[src/rtl/odrm_pkg.sv]
`default_nettype none

package odrm_pkg;

   localparam int PIX_W        = 8;
   localparam int SIZE_W       = 3;
   localparam int LEVELS_W     = 9;
   localparam int CSR_IDX_W    = 1;
   localparam int CSR_DATA_W   = 9;
   localparam int PHASE_W      = 3;
   localparam int PROD_W       = 17;
   localparam int Q_W          = 9;
   localparam int X_W          = 17;
   localparam int REM_W        = 8;
   localparam int THR_W        = 15;
   localparam int NSQ_W        = 7;
   localparam int ENTRY_W      = 6;
   localparam int LANE_STAGES  = 5;
   localparam int PIPE_STAGES  = 6;
   localparam int CTL_STAGES   = 3;

   // floor(p/255) = (p * ceil(2^25/255)) >> 25, exact for p below 2^17
   localparam int DIV255_SHIFT = 25;
   localparam int DIV255_W     = 35;
   localparam logic [DIV255_W-1:0] DIV255_MUL = 35'd131587;

   // floor(x/d) = (x * ceil(2^26/d)) >> 26, exact for x below 2^17, d up to 510
   localparam int RECIP_SHIFT  = 26;
   localparam int RECIP_W      = 27;
   localparam int RECIP_CNT_W  = 5;
   localparam int MUL_W        = 44;

   typedef enum logic [CSR_IDX_W-1:0] {
      CSR_MATRIX_SIZE = 1'b0,
      CSR_LEVELS      = 1'b1
   } odrm_csr_type;

   typedef enum logic {
      DIV_IDLE,
      DIV_RUN
   } odrm_div_state_type;

   // per-pixel rounding threshold, shared by all three lanes
   typedef struct packed {
      logic [THR_W-1:0] thr;
      logic [NSQ_W-1:0] nsq2;
   } odrm_ctl_type;

   localparam logic [ENTRY_W-1:0] MAT2 [4]  = '{6'd0, 6'd2, 6'd3, 6'd1};
   localparam logic [ENTRY_W-1:0] MAT3 [9]  = '{6'd6, 6'd8, 6'd4, 6'd1, 6'd0, 6'd3,
                                                 6'd5, 6'd2, 6'd7};
   localparam logic [ENTRY_W-1:0] MAT4 [16] = '{6'd0,  6'd8,  6'd2,  6'd10,
                                                 6'd12, 6'd4,  6'd14, 6'd6,
                                                 6'd3,  6'd11, 6'd1,  6'd9,
                                                 6'd15, 6'd7,  6'd13, 6'd5};
   localparam logic [ENTRY_W-1:0] MAT6 [36] = '{6'd0,  6'd32, 6'd8,  6'd40, 6'd2,  6'd34,
                                                 6'd48, 6'd16, 6'd56, 6'd24, 6'd50, 6'd18,
                                                 6'd12, 6'd44, 6'd4,  6'd36, 6'd14, 6'd46,
                                                 6'd60, 6'd28, 6'd52, 6'd20, 6'd62, 6'd30,
                                                 6'd3,  6'd35, 6'd11, 6'd43, 6'd1,  6'd33,
                                                 6'd51, 6'd19, 6'd59, 6'd27, 6'd49, 6'd17};

   // unsupported sizes fall back to 2
   function automatic logic [SIZE_W-1:0] odrm_side(input logic [SIZE_W-1:0] size);
      logic [SIZE_W-1:0] n;
      n = 3'd2;
      if (size == 3'd3 || size == 3'd4 || size == 3'd6) begin
         n = size;
      end
      return n;
   endfunction

   function automatic logic [PHASE_W-1:0] odrm_wrap(input logic [PHASE_W-1:0] val,
                                                    input logic [SIZE_W-1:0]  n);
      logic [PHASE_W-1:0] v;
      v = val;
      for (int i = 0; i < 3; i++) begin
         if (v >= n) begin
            v = v - n;
         end
      end
      return v;
   endfunction

   function automatic logic [ENTRY_W-1:0] odrm_entry(input logic [SIZE_W-1:0]  n,
                                                     input logic [PHASE_W-1:0] row,
                                                     input logic [PHASE_W-1:0] col);
      logic [3:0]         k3;
      logic [5:0]         k6;
      logic [ENTRY_W-1:0] t;
      k3 = 4'(row) * 4'd3 + 4'(col);
      k6 = 6'(row) * 6'd6 + 6'(col);
      unique case (n)
         3'd3:    t = MAT3[k3];
         3'd4:    t = MAT4[{row[1:0], col[1:0]}];
         3'd6:    t = MAT6[k6];
         default: t = MAT2[{row[0], col[0]}];
      endcase
      return t;
   endfunction

   function automatic logic [NSQ_W-1:0] odrm_nsq2(input logic [SIZE_W-1:0] n);
      logic [NSQ_W-1:0] s;
      unique case (n)
         3'd3:    s = 7'd18;
         3'd4:    s = 7'd32;
         3'd6:    s = 7'd72;
         default: s = 7'd8;
      endcase
      return s;
   endfunction

endpackage

`default_nettype wire

[src/rtl/odrm_if.sv]
`default_nettype none

interface odrm_req_if;
   logic       valid;
   logic       ready;
   logic [7:0] red_in;
   logic [7:0] green_in;
   logic [7:0] blue_in;
   logic       frame_start;
   logic       line_end;

   modport source (output valid, output red_in, output green_in, output blue_in,
                   output frame_start, output line_end, input ready);
   modport sink   (input valid, input red_in, input green_in, input blue_in,
                   input frame_start, input line_end, output ready);
endinterface

interface odrm_rsp_if;
   logic       valid;
   logic       ready;
   logic [7:0] red_out;
   logic [7:0] green_out;
   logic [7:0] blue_out;

   modport source (output valid, output red_out, output green_out, output blue_out,
                   input ready);
   modport sink   (input valid, input red_out, input green_out, input blue_out,
                   output ready);
endinterface

`default_nettype wire

[src/rtl/odrm_recip.sv]
`default_nettype none

// serial divider: recip = ceil(2^26 / divisor), one quotient bit a cycle
module odrm_recip
   import odrm_pkg::*;
(
   input  wire logic                 clock,
   input  wire logic                 reset,
   input  wire logic                 start,
   input  wire logic [LEVELS_W-1:0]  divisor,
   output logic                      busy,
   output logic [RECIP_W-1:0]        recip
);

   odrm_div_state_type state_ff, state_in;
   logic [RECIP_CNT_W-1:0] cnt_ff, cnt_in;
   logic [LEVELS_W-1:0]    rem_ff, rem_in;
   logic [RECIP_W-1:0]     quo_ff, quo_in;

   logic [RECIP_W-1:0]     numer;
   logic [LEVELS_W:0]      trial;
   logic                   qbit;
   logic                   last;

   // adding d-1 turns the floor into a ceiling
   assign numer = (RECIP_W'(1) << RECIP_SHIFT) + RECIP_W'(divisor) - RECIP_W'(1);
   assign trial = {rem_ff, numer[cnt_ff]};
   assign qbit  = (trial >= (LEVELS_W+1)'(divisor));
   assign last  = (cnt_ff == '0);

   always_comb begin
      state_in = state_ff;
      unique case (state_ff)
         DIV_IDLE: if (start) state_in = DIV_RUN;
         DIV_RUN:  if (last && !start) state_in = DIV_IDLE;
         default:  state_in = DIV_IDLE;
      endcase
   end

   always_comb begin
      cnt_in = cnt_ff;
      rem_in = rem_ff;
      quo_in = quo_ff;
      unique case (state_ff)
         DIV_IDLE: begin
            if (start) begin
               cnt_in = RECIP_CNT_W'(RECIP_W - 1);
               rem_in = '0;
               quo_in = '0;
            end
         end
         DIV_RUN: begin
            // a fresh start during a run begins again with the new divisor
            if (start) begin
               cnt_in = RECIP_CNT_W'(RECIP_W - 1);
               rem_in = '0;
               quo_in = '0;
            end else begin
               rem_in = qbit ? LEVELS_W'(trial - (LEVELS_W+1)'(divisor))
                             : trial[LEVELS_W-1:0];
               quo_in = {quo_ff[RECIP_W-2:0], qbit};
               cnt_in = cnt_ff - RECIP_CNT_W'(1);
            end
         end
         default: ;
      endcase
   end

   always_ff @(posedge clock) begin
      if (reset) begin
         state_ff <= DIV_IDLE;
         cnt_ff   <= '0;
      end else begin
         state_ff <= state_in;
         cnt_ff   <= cnt_in;
      end
   end

   always_ff @(posedge clock) begin
      rem_ff <= rem_in;
      quo_ff <= quo_in;
   end

   assign busy  = start || (state_ff == DIV_RUN);
   assign recip = quo_ff;

endmodule

`default_nettype wire

[src/rtl/odrm_lane.sv]
`default_nettype none

// one colour channel: quantize, round against the threshold, clamp, rescale
module odrm_lane
   import odrm_pkg::*;
(
   input  wire logic                    clock,
   input  wire logic [LANE_STAGES-1:0]  load,
   input  wire logic [PIX_W-1:0]        value,
   input  wire logic [LEVELS_W-1:0]     lv,
   input  wire logic [LEVELS_W-1:0]     top_level,
   input  wire logic [RECIP_W-1:0]      recip,
   input  wire odrm_ctl_type            ctl,
   output logic      [MUL_W-1:0]        scaled
);

   logic [PROD_W-1:0]   prod_ff, prod_in;
   logic [PROD_W-1:0]   prod2_ff;
   logic [Q_W-1:0]      q0_ff, q0_in;
   logic [Q_W-1:0]      q0b_ff;
   logic [REM_W-1:0]    rem_ff, rem_in;
   logic [X_W-1:0]      x_ff, x_in;
   logic [MUL_W-1:0]    mul_ff, mul_in;

   logic [DIV255_W-1:0] q0_full;
   logic [PROD_W-1:0]   q0_x255;
   logic [PROD_W-1:0]   diff;
   logic [THR_W-1:0]    frac;
   logic                round_up;
   logic [Q_W:0]        qsum;
   logic [Q_W-1:0]      qcl;

   assign prod_in = PROD_W'(value) * PROD_W'(lv);

   assign q0_full = DIV255_W'(prod_ff) * DIV255_MUL;
   assign q0_in   = q0_full[DIV255_SHIFT +: Q_W];

   assign q0_x255 = (PROD_W'(q0_ff) << 8) - PROD_W'(q0_ff);
   assign diff    = prod2_ff - q0_x255;
   assign rem_in  = diff[REM_W-1:0];

   // remainder scaled by 2*N*N against 255*(2t+1)
   assign frac     = THR_W'(rem_ff) * THR_W'(ctl.nsq2);
   assign round_up = (frac > ctl.thr);
   assign qsum     = (Q_W+1)'(q0b_ff) + (Q_W+1)'(round_up);
   assign qcl      = (qsum > (Q_W+1)'(top_level)) ? top_level : qsum[Q_W-1:0];
   assign x_in     = (X_W'(qcl) << 8) - X_W'(qcl);

   assign mul_in = MUL_W'(x_ff) * MUL_W'(recip);

   always_ff @(posedge clock) begin
      if (load[0]) prod_ff <= prod_in;
      if (load[1]) begin
         q0_ff    <= q0_in;
         prod2_ff <= prod_ff;
      end
      if (load[2]) begin
         rem_ff <= rem_in;
         q0b_ff <= q0_ff;
      end
      if (load[3]) x_ff   <= x_in;
      if (load[4]) mul_ff <= mul_in;
   end

   assign scaled = mul_ff;

endmodule

`default_nettype wire

[src/rtl/ordered_dither_rgb_multilevel.sv]
`default_nettype none

// channel   dir   handshake          payload
// req_bus   in    valid / ready      red_in, green_in, blue_in, frame_start, line_end
// rsp_bus   out   valid / ready      red_out, green_out, blue_out
// csr       in    csr_wr_en          csr_index, csr_data
//
// one pixel a clock while the output is not stalled and no divide is running;
// a result passes through 5 lane stages and the output register
// after reset and after each levels write a serial divider forms 1/(levels-1),
// one bit a cycle; no request is taken while it runs
// a stalled output holds its result; earlier stages keep filling until the pipe is full

module ordered_dither_rgb_multilevel
   import odrm_pkg::*;
(
   input  wire logic                   clock,
   input  wire logic                   reset,
   input  wire logic                   csr_wr_en,
   input  wire logic [CSR_IDX_W-1:0]   csr_index,
   input  wire logic [CSR_DATA_W-1:0]  csr_data,
   odrm_req_if.sink                    req_bus,
   odrm_rsp_if.source                  rsp_bus
);

   localparam int NUM_LANES = 3;

   logic [SIZE_W-1:0]      matrix_size_ff;
   logic [LEVELS_W-1:0]    levels_ff;
   logic                   start_ff;
   logic [PHASE_W-1:0]     col_ff, col_in;
   logic [PHASE_W-1:0]     row_ff, row_in;
   logic [PIPE_STAGES-1:0] valid_ff, valid_in;
   odrm_ctl_type           ctl_ff [CTL_STAGES];
   odrm_ctl_type           ctl_in;
   logic [PIX_W-1:0]       out_ff [NUM_LANES];

   logic [SIZE_W-1:0]      n;
   logic [LEVELS_W-1:0]    lv;
   logic [LEVELS_W-1:0]    top_level;
   logic                   busy;
   logic [RECIP_W-1:0]     recip;
   logic [PIPE_STAGES-1:0] stage_rdy;
   logic [PIPE_STAGES-1:0] stage_fill;
   logic                   accept;
   logic [PHASE_W-1:0]     col, row;
   logic [ENTRY_W-1:0]     t;
   logic [THR_W-1:0]       odd_t;
   logic [PIX_W-1:0]       pix [NUM_LANES];
   logic [MUL_W-1:0]       scaled [NUM_LANES];

   assign n         = odrm_side(matrix_size_ff);
   assign lv        = (levels_ff < LEVELS_W'(2)) ? LEVELS_W'(2) : levels_ff;
   assign top_level = lv - LEVELS_W'(1);

   always_ff @(posedge clock) begin
      if (reset) begin
         matrix_size_ff <= SIZE_W'(4);
         levels_ff      <= LEVELS_W'(2);
         start_ff       <= 1'b1;
      end else begin
         start_ff <= 1'b0;
         if (csr_wr_en) begin
            unique case (odrm_csr_type'(csr_index))
               CSR_MATRIX_SIZE: matrix_size_ff <= csr_data[SIZE_W-1:0];
               CSR_LEVELS: begin
                  levels_ff <= csr_data[LEVELS_W-1:0];
                  start_ff  <= 1'b1;
               end
               default: ;
            endcase
         end
      end
   end

   odrm_recip u_recip (
      .clock   (clock),
      .reset   (reset),
      .start   (start_ff),
      .divisor (top_level),
      .busy    (busy),
      .recip   (recip)
   );

   // a stage loads when it is empty or its content moves on
   always_comb begin
      stage_rdy[PIPE_STAGES-1] = !valid_ff[PIPE_STAGES-1] || rsp_bus.ready;
      for (int k = PIPE_STAGES - 2; k >= 0; k--) begin
         stage_rdy[k] = !valid_ff[k] || stage_rdy[k+1];
      end
      stage_fill[0] = req_bus.valid && !busy;
      for (int k = 1; k < PIPE_STAGES; k++) begin
         stage_fill[k] = valid_ff[k-1];
      end
      for (int k = 0; k < PIPE_STAGES; k++) begin
         valid_in[k] = stage_rdy[k] ? stage_fill[k] : valid_ff[k];
      end
   end

   assign req_bus.ready = stage_rdy[0] && !busy;
   assign accept        = req_bus.valid && req_bus.ready;

   // phases, reduced in case the size changed since they were stored
   assign col = req_bus.frame_start ? '0 : odrm_wrap(col_ff, n);
   assign row = req_bus.frame_start ? '0 : odrm_wrap(row_ff, n);
   assign t   = odrm_entry(n, row, col);

   always_comb begin
      col_in = col_ff;
      row_in = row_ff;
      if (accept) begin
         if (req_bus.line_end) begin
            col_in = '0;
            row_in = (row + PHASE_W'(1) == n) ? '0 : row + PHASE_W'(1);
         end else begin
            col_in = (col + PHASE_W'(1) == n) ? '0 : col + PHASE_W'(1);
            row_in = row;
         end
      end
   end

   assign odd_t       = {(THR_W-1)'(t), 1'b1};
   assign ctl_in.thr  = (odd_t << 8) - odd_t;
   assign ctl_in.nsq2 = odrm_nsq2(n);

   always_ff @(posedge clock) begin
      if (reset) begin
         col_ff   <= '0;
         row_ff   <= '0;
         valid_ff <= '0;
      end else begin
         col_ff   <= col_in;
         row_ff   <= row_in;
         valid_ff <= valid_in;
      end
   end

   always_ff @(posedge clock) begin
      if (stage_rdy[0]) ctl_ff[0] <= ctl_in;
      for (int k = 1; k < CTL_STAGES; k++) begin
         if (stage_rdy[k]) ctl_ff[k] <= ctl_ff[k-1];
      end
   end

   assign pix[0] = req_bus.red_in;
   assign pix[1] = req_bus.green_in;
   assign pix[2] = req_bus.blue_in;

   for (genvar i = 0; i < NUM_LANES; i++) begin : g_lane
      odrm_lane u_lane (
         .clock     (clock),
         .load      (stage_rdy[LANE_STAGES-1:0]),
         .value     (pix[i]),
         .lv        (lv),
         .top_level (top_level),
         .recip     (recip),
         .ctl       (ctl_ff[CTL_STAGES-1]),
         .scaled    (scaled[i])
      );
   end

   // merge the three lanes into the result register
   always_ff @(posedge clock) begin
      if (stage_rdy[PIPE_STAGES-1]) begin
         for (int i = 0; i < NUM_LANES; i++) begin
            out_ff[i] <= scaled[i][RECIP_SHIFT +: PIX_W];
         end
      end
   end

   assign rsp_bus.valid     = valid_ff[PIPE_STAGES-1];
   assign rsp_bus.red_out   = out_ff[0];
   assign rsp_bus.green_out = out_ff[1];
   assign rsp_bus.blue_out  = out_ff[2];

endmodule

`default_nettype wire

[src/flat_wrapper.sv]
// flat-port wrapper written by rule: the top's interface ports become plain ports
module ordered_dither_rgb_multilevel_flat import odrm_pkg::*;
  (clock, reset, csr_wr_en, csr_index, csr_data, req_bus_valid, req_bus_red_in, req_bus_green_in, req_bus_blue_in, req_bus_frame_start, req_bus_line_end, req_bus_ready, rsp_bus_valid, rsp_bus_red_out, rsp_bus_green_out, rsp_bus_blue_out, rsp_bus_ready);
  odrm_req_if req_bus_i ();
  odrm_rsp_if rsp_bus_i ();
  input  wire logic clock;
  input  wire logic reset;
  input  wire logic csr_wr_en;
  input  wire logic [CSR_IDX_W-1:0] csr_index;
  input  wire logic [CSR_DATA_W-1:0] csr_data;
  input wire logic [$bits(req_bus_i.valid)-1:0] req_bus_valid;
  input wire logic [$bits(req_bus_i.red_in)-1:0] req_bus_red_in;
  input wire logic [$bits(req_bus_i.green_in)-1:0] req_bus_green_in;
  input wire logic [$bits(req_bus_i.blue_in)-1:0] req_bus_blue_in;
  input wire logic [$bits(req_bus_i.frame_start)-1:0] req_bus_frame_start;
  input wire logic [$bits(req_bus_i.line_end)-1:0] req_bus_line_end;
  output wire logic [$bits(req_bus_i.ready)-1:0] req_bus_ready;
  output wire logic [$bits(rsp_bus_i.valid)-1:0] rsp_bus_valid;
  output wire logic [$bits(rsp_bus_i.red_out)-1:0] rsp_bus_red_out;
  output wire logic [$bits(rsp_bus_i.green_out)-1:0] rsp_bus_green_out;
  output wire logic [$bits(rsp_bus_i.blue_out)-1:0] rsp_bus_blue_out;
  input wire logic [$bits(rsp_bus_i.ready)-1:0] rsp_bus_ready;
  assign req_bus_i.valid = req_bus_valid;
  assign req_bus_i.red_in = req_bus_red_in;
  assign req_bus_i.green_in = req_bus_green_in;
  assign req_bus_i.blue_in = req_bus_blue_in;
  assign req_bus_i.frame_start = req_bus_frame_start;
  assign req_bus_i.line_end = req_bus_line_end;
  assign req_bus_ready = req_bus_i.ready;
  assign rsp_bus_valid = rsp_bus_i.valid;
  assign rsp_bus_red_out = rsp_bus_i.red_out;
  assign rsp_bus_green_out = rsp_bus_i.green_out;
  assign rsp_bus_blue_out = rsp_bus_i.blue_out;
  assign rsp_bus_i.ready = rsp_bus_ready;
  ordered_dither_rgb_multilevel u_core (.clock(clock), .reset(reset), .csr_wr_en(csr_wr_en), .csr_index(csr_index), .csr_data(csr_data), .req_bus(req_bus_i), .rsp_bus(rsp_bus_i));
endmodule
[config.mk]
export PLATFORM = sky130hd
export DESIGN_NAME = ordered_dither_rgb_multilevel_flat
export DESIGN_NICKNAME = d
export VERILOG_FILES = /design/src/rtl/odrm_pkg.sv /design/src/rtl/odrm_if.sv /design/src/rtl/odrm_recip.sv /design/src/rtl/odrm_lane.sv /design/src/rtl/ordered_dither_rgb_multilevel.sv /design/src/flat_wrapper.sv
export SDC_FILE = /design/constraint.sdc
export NUM_CORES = 2
export LEC_CHECK = 0
export ABC_AREA = 1
export BUFFER_PORTS_ARGS = -buffer_cell sky130_fd_sc_hd__buf_2
export CORE_MARGIN = 2
export CORE_UTILIZATION = 60
export DETAILED_ROUTE_END_ITERATION = 10
export GPL_TIMING_DRIVEN = 0
export PLACE_DENSITY = 0.87
export SLEW_MARGIN = 20
export SYNTH_ARGS = -nofsm -noshare
export SYNTH_HDL_FRONTEND = slang
export SYNTH_HIERARCHICAL = 1
export SYNTH_SLANG_ARGS = --single-unit
[constraint.sdc]
create_clock -name clock -period 10.3 [get_ports clock]
set_input_delay 1.03 -clock clock [delete_from_list [all_inputs] [get_ports clock]]
set_output_delay 1.03 -clock clock [all_outputs]
set_load 0.01 [all_outputs]
# Word-level counts from Yosys, hierarchy flattened
# Memories as Yosys holds them, arrays and structs flattened.
# Cells that the tools add are included.
# Widths: inputs -> output; s select.
word_totals:
  reg_bits: 373
  ramBits: 90
  romBits: 576
  inputBits: 41
  output_inout_bits: 26
  elab_cells: 194
  memories: 5
mem_list:
  columns: ["name", "depth", "word_bits", "rd", "rd_clocked_by_memory_dff", "wr", "line", "rtl"]
  rows:
  - ["(no name shown)", 64, 6, 1, 0, 0, "odrm_pkg.sv:96", "3'd6: t = MAT6[k6];"]
  - ["(no name shown)", 16, 6, 1, 0, 0, "odrm_pkg.sv:95", "3'd4: t = MAT4[{row[1:0], col[1:0]}];"]
  - ["(no name shown)", 16, 6, 1, 0, 0, "odrm_pkg.sv:94", "3'd3: t = MAT3[k3];"]
  - ["u_core.ctl_ff", 3, 22, 3, 0, 3, "ordered_dither_rgb_multilevel.sv:34", "odrm_ctl_type ctl_ff [CTL_STAGES];"]
  - ["u_core.out_ff", 3, 8, 3, 0, 3, "ordered_dither_rgb_multilevel.sv:36", "logic [PIX_W-1:0] out_ff [NUM_LANES];"]
op_classes:
  add_sub_neg: 28
  multipliers: 14
  n_lt_le_gt_ge: 19
  n_eq_ne: 9
  muxes: 53
  bitwise_logic: 6
  n_reduce_logical: 24
op_table:
  columns: ["cell", "count"]
  rows:
  - ["$mul 17x18->34 const B", 3]
  - ["$mul 17x27->34", 3]
  - ["$mux 9", 7]
  - ["$mux 27", 2]
  - ["$pmux 27 s2", 1]
  - ["$mul 8x9->17", 3]
  - ["$sub 17x9->17", 3]
  - ["$mux 6", 8]
  - ["$gt 15x15->1", 3]
  - ["$mul 8x7->15", 3]
  - ["$mux 3", 13]
  - ["$add 9x1->10", 3]
  - ["$gt 10x9->1", 3]
  - ["$add 27x9->27 const A", 1]
  - ["$sub 27x1->27 const B", 1]
  - ["$sub 1x8->8 const A", 3]
  - ["$sub 8x8->8", 3]
  - ["$pmux 7 s3", 1]
  - ["$ge 3x3->1", 6]
  - ["$pmux 6 s3", 1]
  - ["$pmux 9 s2", 1]
  - ["$sub 3x3->3", 6]
  - ["$sub 15x7->15", 1]
  - ["$mux 1", 13]
  - ["other kinds (32)", 61]

# Longest topological paths before layout
depth:
  word_depth: 19
  depth_mapped: 55
  ltp_nobuf: 54

# Cells and area by module
# Netlist, hierarchy kept.
by_module_without_submodules:
  columns: ["module", "instances", "cells_per_inst", "area_per_inst_um2", "seq_area_each_um2"]
  rows:
  - ["odrm_lane (u_core.g_lane[2].u_lane)", 1, 3324, 26907.1, 3363.2]
  - ["odrm_lane (u_core.g_lane[1].u_lane)", 1, 3312, 26903.3, 3363.2]
  - ["odrm_lane (u_core.g_lane[0].u_lane)", 1, 3320, 26863.3, 3363.2]
  - ["ordered_dither_rgb_multilevel", 1, 556, 5238.8, 2662.6]
  - ["odrm_recip", 1, 299, 2509.9, 1201.2]

# Least setup slack after synthesis
# Ideal clock, no wire load.
synth_path:
  kind: "input -> output"
  start: "in rsp_bus_ready"
  end: "out req_bus_ready"
  arrival_time_ns: 8.930
  required_time_ns: 9.270
  path_slack_ns: 0.340
  stages: 12
  n_path_buf: 0
  cell_sequence: "nor2_1 > inv_1 > nor2_1 > inv_1 > nor2_1 > inv_1 > nor2_1 > inv_1 > nor2_1 > nand2_1 > nand2_1 > inv_1"
synth_between:
  elab_chain_cells: 7
synth_lines:
  columns: ["item", "line", "rtl"]
  rows:
  - ["from (decl)", "flat_wrapper.sv:22", "input wire logic [$bits(rsp_bus_i.ready)-1:0] rsp_bus_ready;"]
  - ["$logic_or 1x1->1", "ordered_dither_rgb_multilevel.sv:87", "stage_rdy[PIPE_STAGES-1] = !valid_ff[PIPE_STAGES-1] || rsp_bus.ready;"]
  - ["named net u_core.stage_rdy[5]", "ordered_dither_rgb_multilevel.sv:43", "logic [PIPE_STAGES-1:0] stage_rdy;"]
  - ["$logic_or 1x1->1", "ordered_dither_rgb_multilevel.sv:89", "stage_rdy[k] = !valid_ff[k] || stage_rdy[k+1];"]
  - ["named net u_core.stage_rdy[4]", "ordered_dither_rgb_multilevel.sv:43", null]
  - ["$logic_or 1x1->1", "ordered_dither_rgb_multilevel.sv:89", null]
  - ["named net u_core.stage_rdy[3]", "ordered_dither_rgb_multilevel.sv:43", null]
  - ["$logic_or 1x1->1", "ordered_dither_rgb_multilevel.sv:89", null]
  - ["named net u_core.stage_rdy[2]", "ordered_dither_rgb_multilevel.sv:43", null]
  - ["$logic_or 1x1->1 (2 in a row)", "ordered_dither_rgb_multilevel.sv:89", null]
  - ["named net u_core.stage_rdy[0]", "ordered_dither_rgb_multilevel.sv:43", null]
  - ["$logic_and 1x1->1", "ordered_dither_rgb_multilevel.sv:100", "assign req_bus.ready = stage_rdy[0] && !busy;"]
  - ["to (decl)", "flat_wrapper.sv:17", "output wire logic [$bits(req_bus_i.ready)-1:0] req_bus_ready;"]
# The timed path passes the listed nets, and every way through them passes these cells.

==> metrics.md <==
| Metric | Value |
|---|---|
| Outcome | `finished clean` |
| Final Hold Fails | `0` |
| Slew Limit Fails | `0` |
| IO buf count | `42` |
| Critical Path Fanout Max | `10` |
| WP data required | `10.71 ns` |
| R2R cell count | `47` |
| CTS HTree Levels | `2` |
| CTS buffer count | `44` |
| TritonRoute pass-1 iters | `8` |
| Clock sink count | `367` |
| Remaining DRCs | `0` |
| Hold Crit Depth | `0` |
| Worst clock skew | `0.0600 ns` |
| Avg Cell Area, Syn | `8.08 um2` |
| Clk buf depth | `3` |
| Critical Path Stages | `47` |
| Die H | `363 um` |
| Pin count of the biggest net entering global routing | `53` |
| Setup Fix Bufs, Post-CTS | `0` |
| Mapped Cells | `9588` |
| CP delay by family, top | `adder cells` |
| Slowest cell on crit path | `edfxtp_1` |
| Final Wtd Congestion | `1.02` |
| I/O pin count | `67` |
| Drt first-iter violations | `5221` |
| Avg WL per Cell | `17.9 um` |
| Layout area overhead | `5.24%` |
| Layout cells sized above 1 | `3.64%` |
| Root buf cell | `clkbuf_16` |
| Initial antenna violation count | `2` |
| Maximum clock frequency | `105 MHz` |
| Finished Core Util | `63.8%` |
| Initial core utilization | `60.6%` |
| Worst-Margin Slew | `1.05 ns` |
| CP Launch Type | `flip-flop` |
| Fillers | `10.4k` |
| Die Area | `132000 um2` |
| Max-capacitance violation count | `0` |
| Relative slew slack | `29.3%` |
| Worst-path clk slew | `0.06 ns` |
| Nets | `11.9k` |
| Die X | `363 um` |
| Crit-path most repeated cell | `nand2_1` |
| Placement Rows | `131` |
| RSZ-0062 raised after global routing | `no` |
| GRT Total Usage | `31.7%` |
| First-pass GRT wire length | `330000 um` |
| Final setup viols | `0` |
| Reg2reg setup slack | `0.78 ns` |
| Antenna Nets Post-Route | `0` |
| Grt ovf | `0` |
| Mapped Area | `77500 um2` |
| CTS tree | `built` |
| Critical Path AT | `9.93 ns` |
| Synth warn | `6` |
| CP Class | `reg2reg` |
| Min Tclk post-route | `9.52 ns` |
| Vias in the first global route | `65.3k` |
| Hold Crit Class | `reg2reg` |
| Critical path endpoint category | `flip-flop` |
| Area of the core | `128000 um2` |
| Multi-input gate area | `55600 um2` |
| Worst-Skew Late Latency | `0.66 ns` |
| FF+latch area | `10700 um2` |
| Post-Route WL | `204000 um` |
| Crit path largest cell delay | `0.52 ns` |
| HPWL after detailed placement | `170000 um` |
| Crit path buf inv count | `8` |
| Vias | `62.7k` |
| Vias per inst | `5.50` |
| Tcrit/Tclk final | `92.5%` |
| Ant diodes | `0` |
## worst register-to-register path, delay by kind of cell, from the launching register on
family / cells / cell delay, ns
compound gates: 7 / 1.61
xor+xnor: 2 / 0.40
fa+ha+maj: 10 / 3.88
buf+inv: 8 / 0.95
flops: 1 / 0.52
simple gates: 20 / 1.93
## metal layers
layer / wire length, um / track usage (%) / part of all wire [%]
met1: 77900 / 39.9 / 38
met2: 95700 / 52.8 / 47
met3: 18900 / 5.62 / 9.3
met4: 11800 / 15.4 / 5.8
met5: 23 / 0 / 0.011
## area by class of cell
type                    instances  area share, %
well taps                    1662           2.55
clock inverters                27          0.471
plain buffers                 415           2.01
multi-input cells            6256           68.2
clock buffers                  55           1.41
repair buffers                 49          0.448
inverters                    2563           11.8
flip-flops and latches        367           13.1
## timing repair
item                                    in CTS  in global routing
hold buffers                                 0                  0
gates resized for setup                      0                  2
endpoints found under the setup margin       0                  1
## registers in the layout, summed over array words and instances, names as in the netlist
signal	flops
u_core/g_lane.u_lane/prod2_ff	24
u_core/g_lane.u_lane/q0_ff	27
u_core/start_ff	1
u_core/valid_ff	6
u_core/matrix_size_ff	3
u_core/g_lane.u_lane/q0b_ff	27
u_core/g_lane.u_lane/prod_ff	51
u_core/g_lane.u_lane/x_ff	51
u_core/ctl_ff	48
u_core/col_ff	3
u_core/row_ff	3
u_core/g_lane.u_lane/scaled	24
u_core/u_recip/rem_ff	9
u_core/g_lane.u_lane/rem_ff	24
u_core/u_recip/recip	27
u_core/u_recip/cnt_ff	5
u_core/out_ff	24
u_core/levels_ff	9
u_core/u_recip/state_ff	1
## placed cells by master, fill, tap and decap left out, drive strengths merged, types with 8 or more instances in the layout
cell type and n:
a21boi 8, a21o 50, a21oi 308, a31oi 40, buf 66, clkbuf 453, clkinv 16, conb 15
dfxtp 31, edfxtp 336, fa 1280, ha 879, inv 2565, nand2 2489, nand3 209, nand3b 8
nand4 56, nor2 390, nor3 42, nor4 12, o211ai 10, o21a 13, o21ai 188, o21bai 22
xnor2 47, xor2 130
## metrics by stage
stage                     setup slack, ns  setup TNS, ns  hold WS (ns)  area, um2  std cells
final                               0.775              0         0.378      81500      11394
after global routing               0.0672              0         0.381      81500      11394
after CTS                           0.751              0         0.370      81500      11394
after detailed placement            0.823              0         0.405      80000      11312
after global placement             -0.869          -5.71         0.400      79800      11305
after floorplan                      2.37              0         0.400      77500       9601
## final timing paths
check	to	from
setup / recovery	u_core/g_lane[1].u_lane/x_ff[11]	u_core/ctl_ff[0][48]
hold / removal	u_core/out_ff[0][5]	u_core/g_lane[0].u_lane/scaled[31]
setup reg to reg	u_core/g_lane[1].u_lane/x_ff[11]	u_core/ctl_ff[0][48]
hold reg to reg	u_core/out_ff[0][5]	u_core/g_lane[0].u_lane/scaled[31]
Power is not shown: default switching activity piles up to over one toggle a cycle in this logic, so the estimate is an artifact.
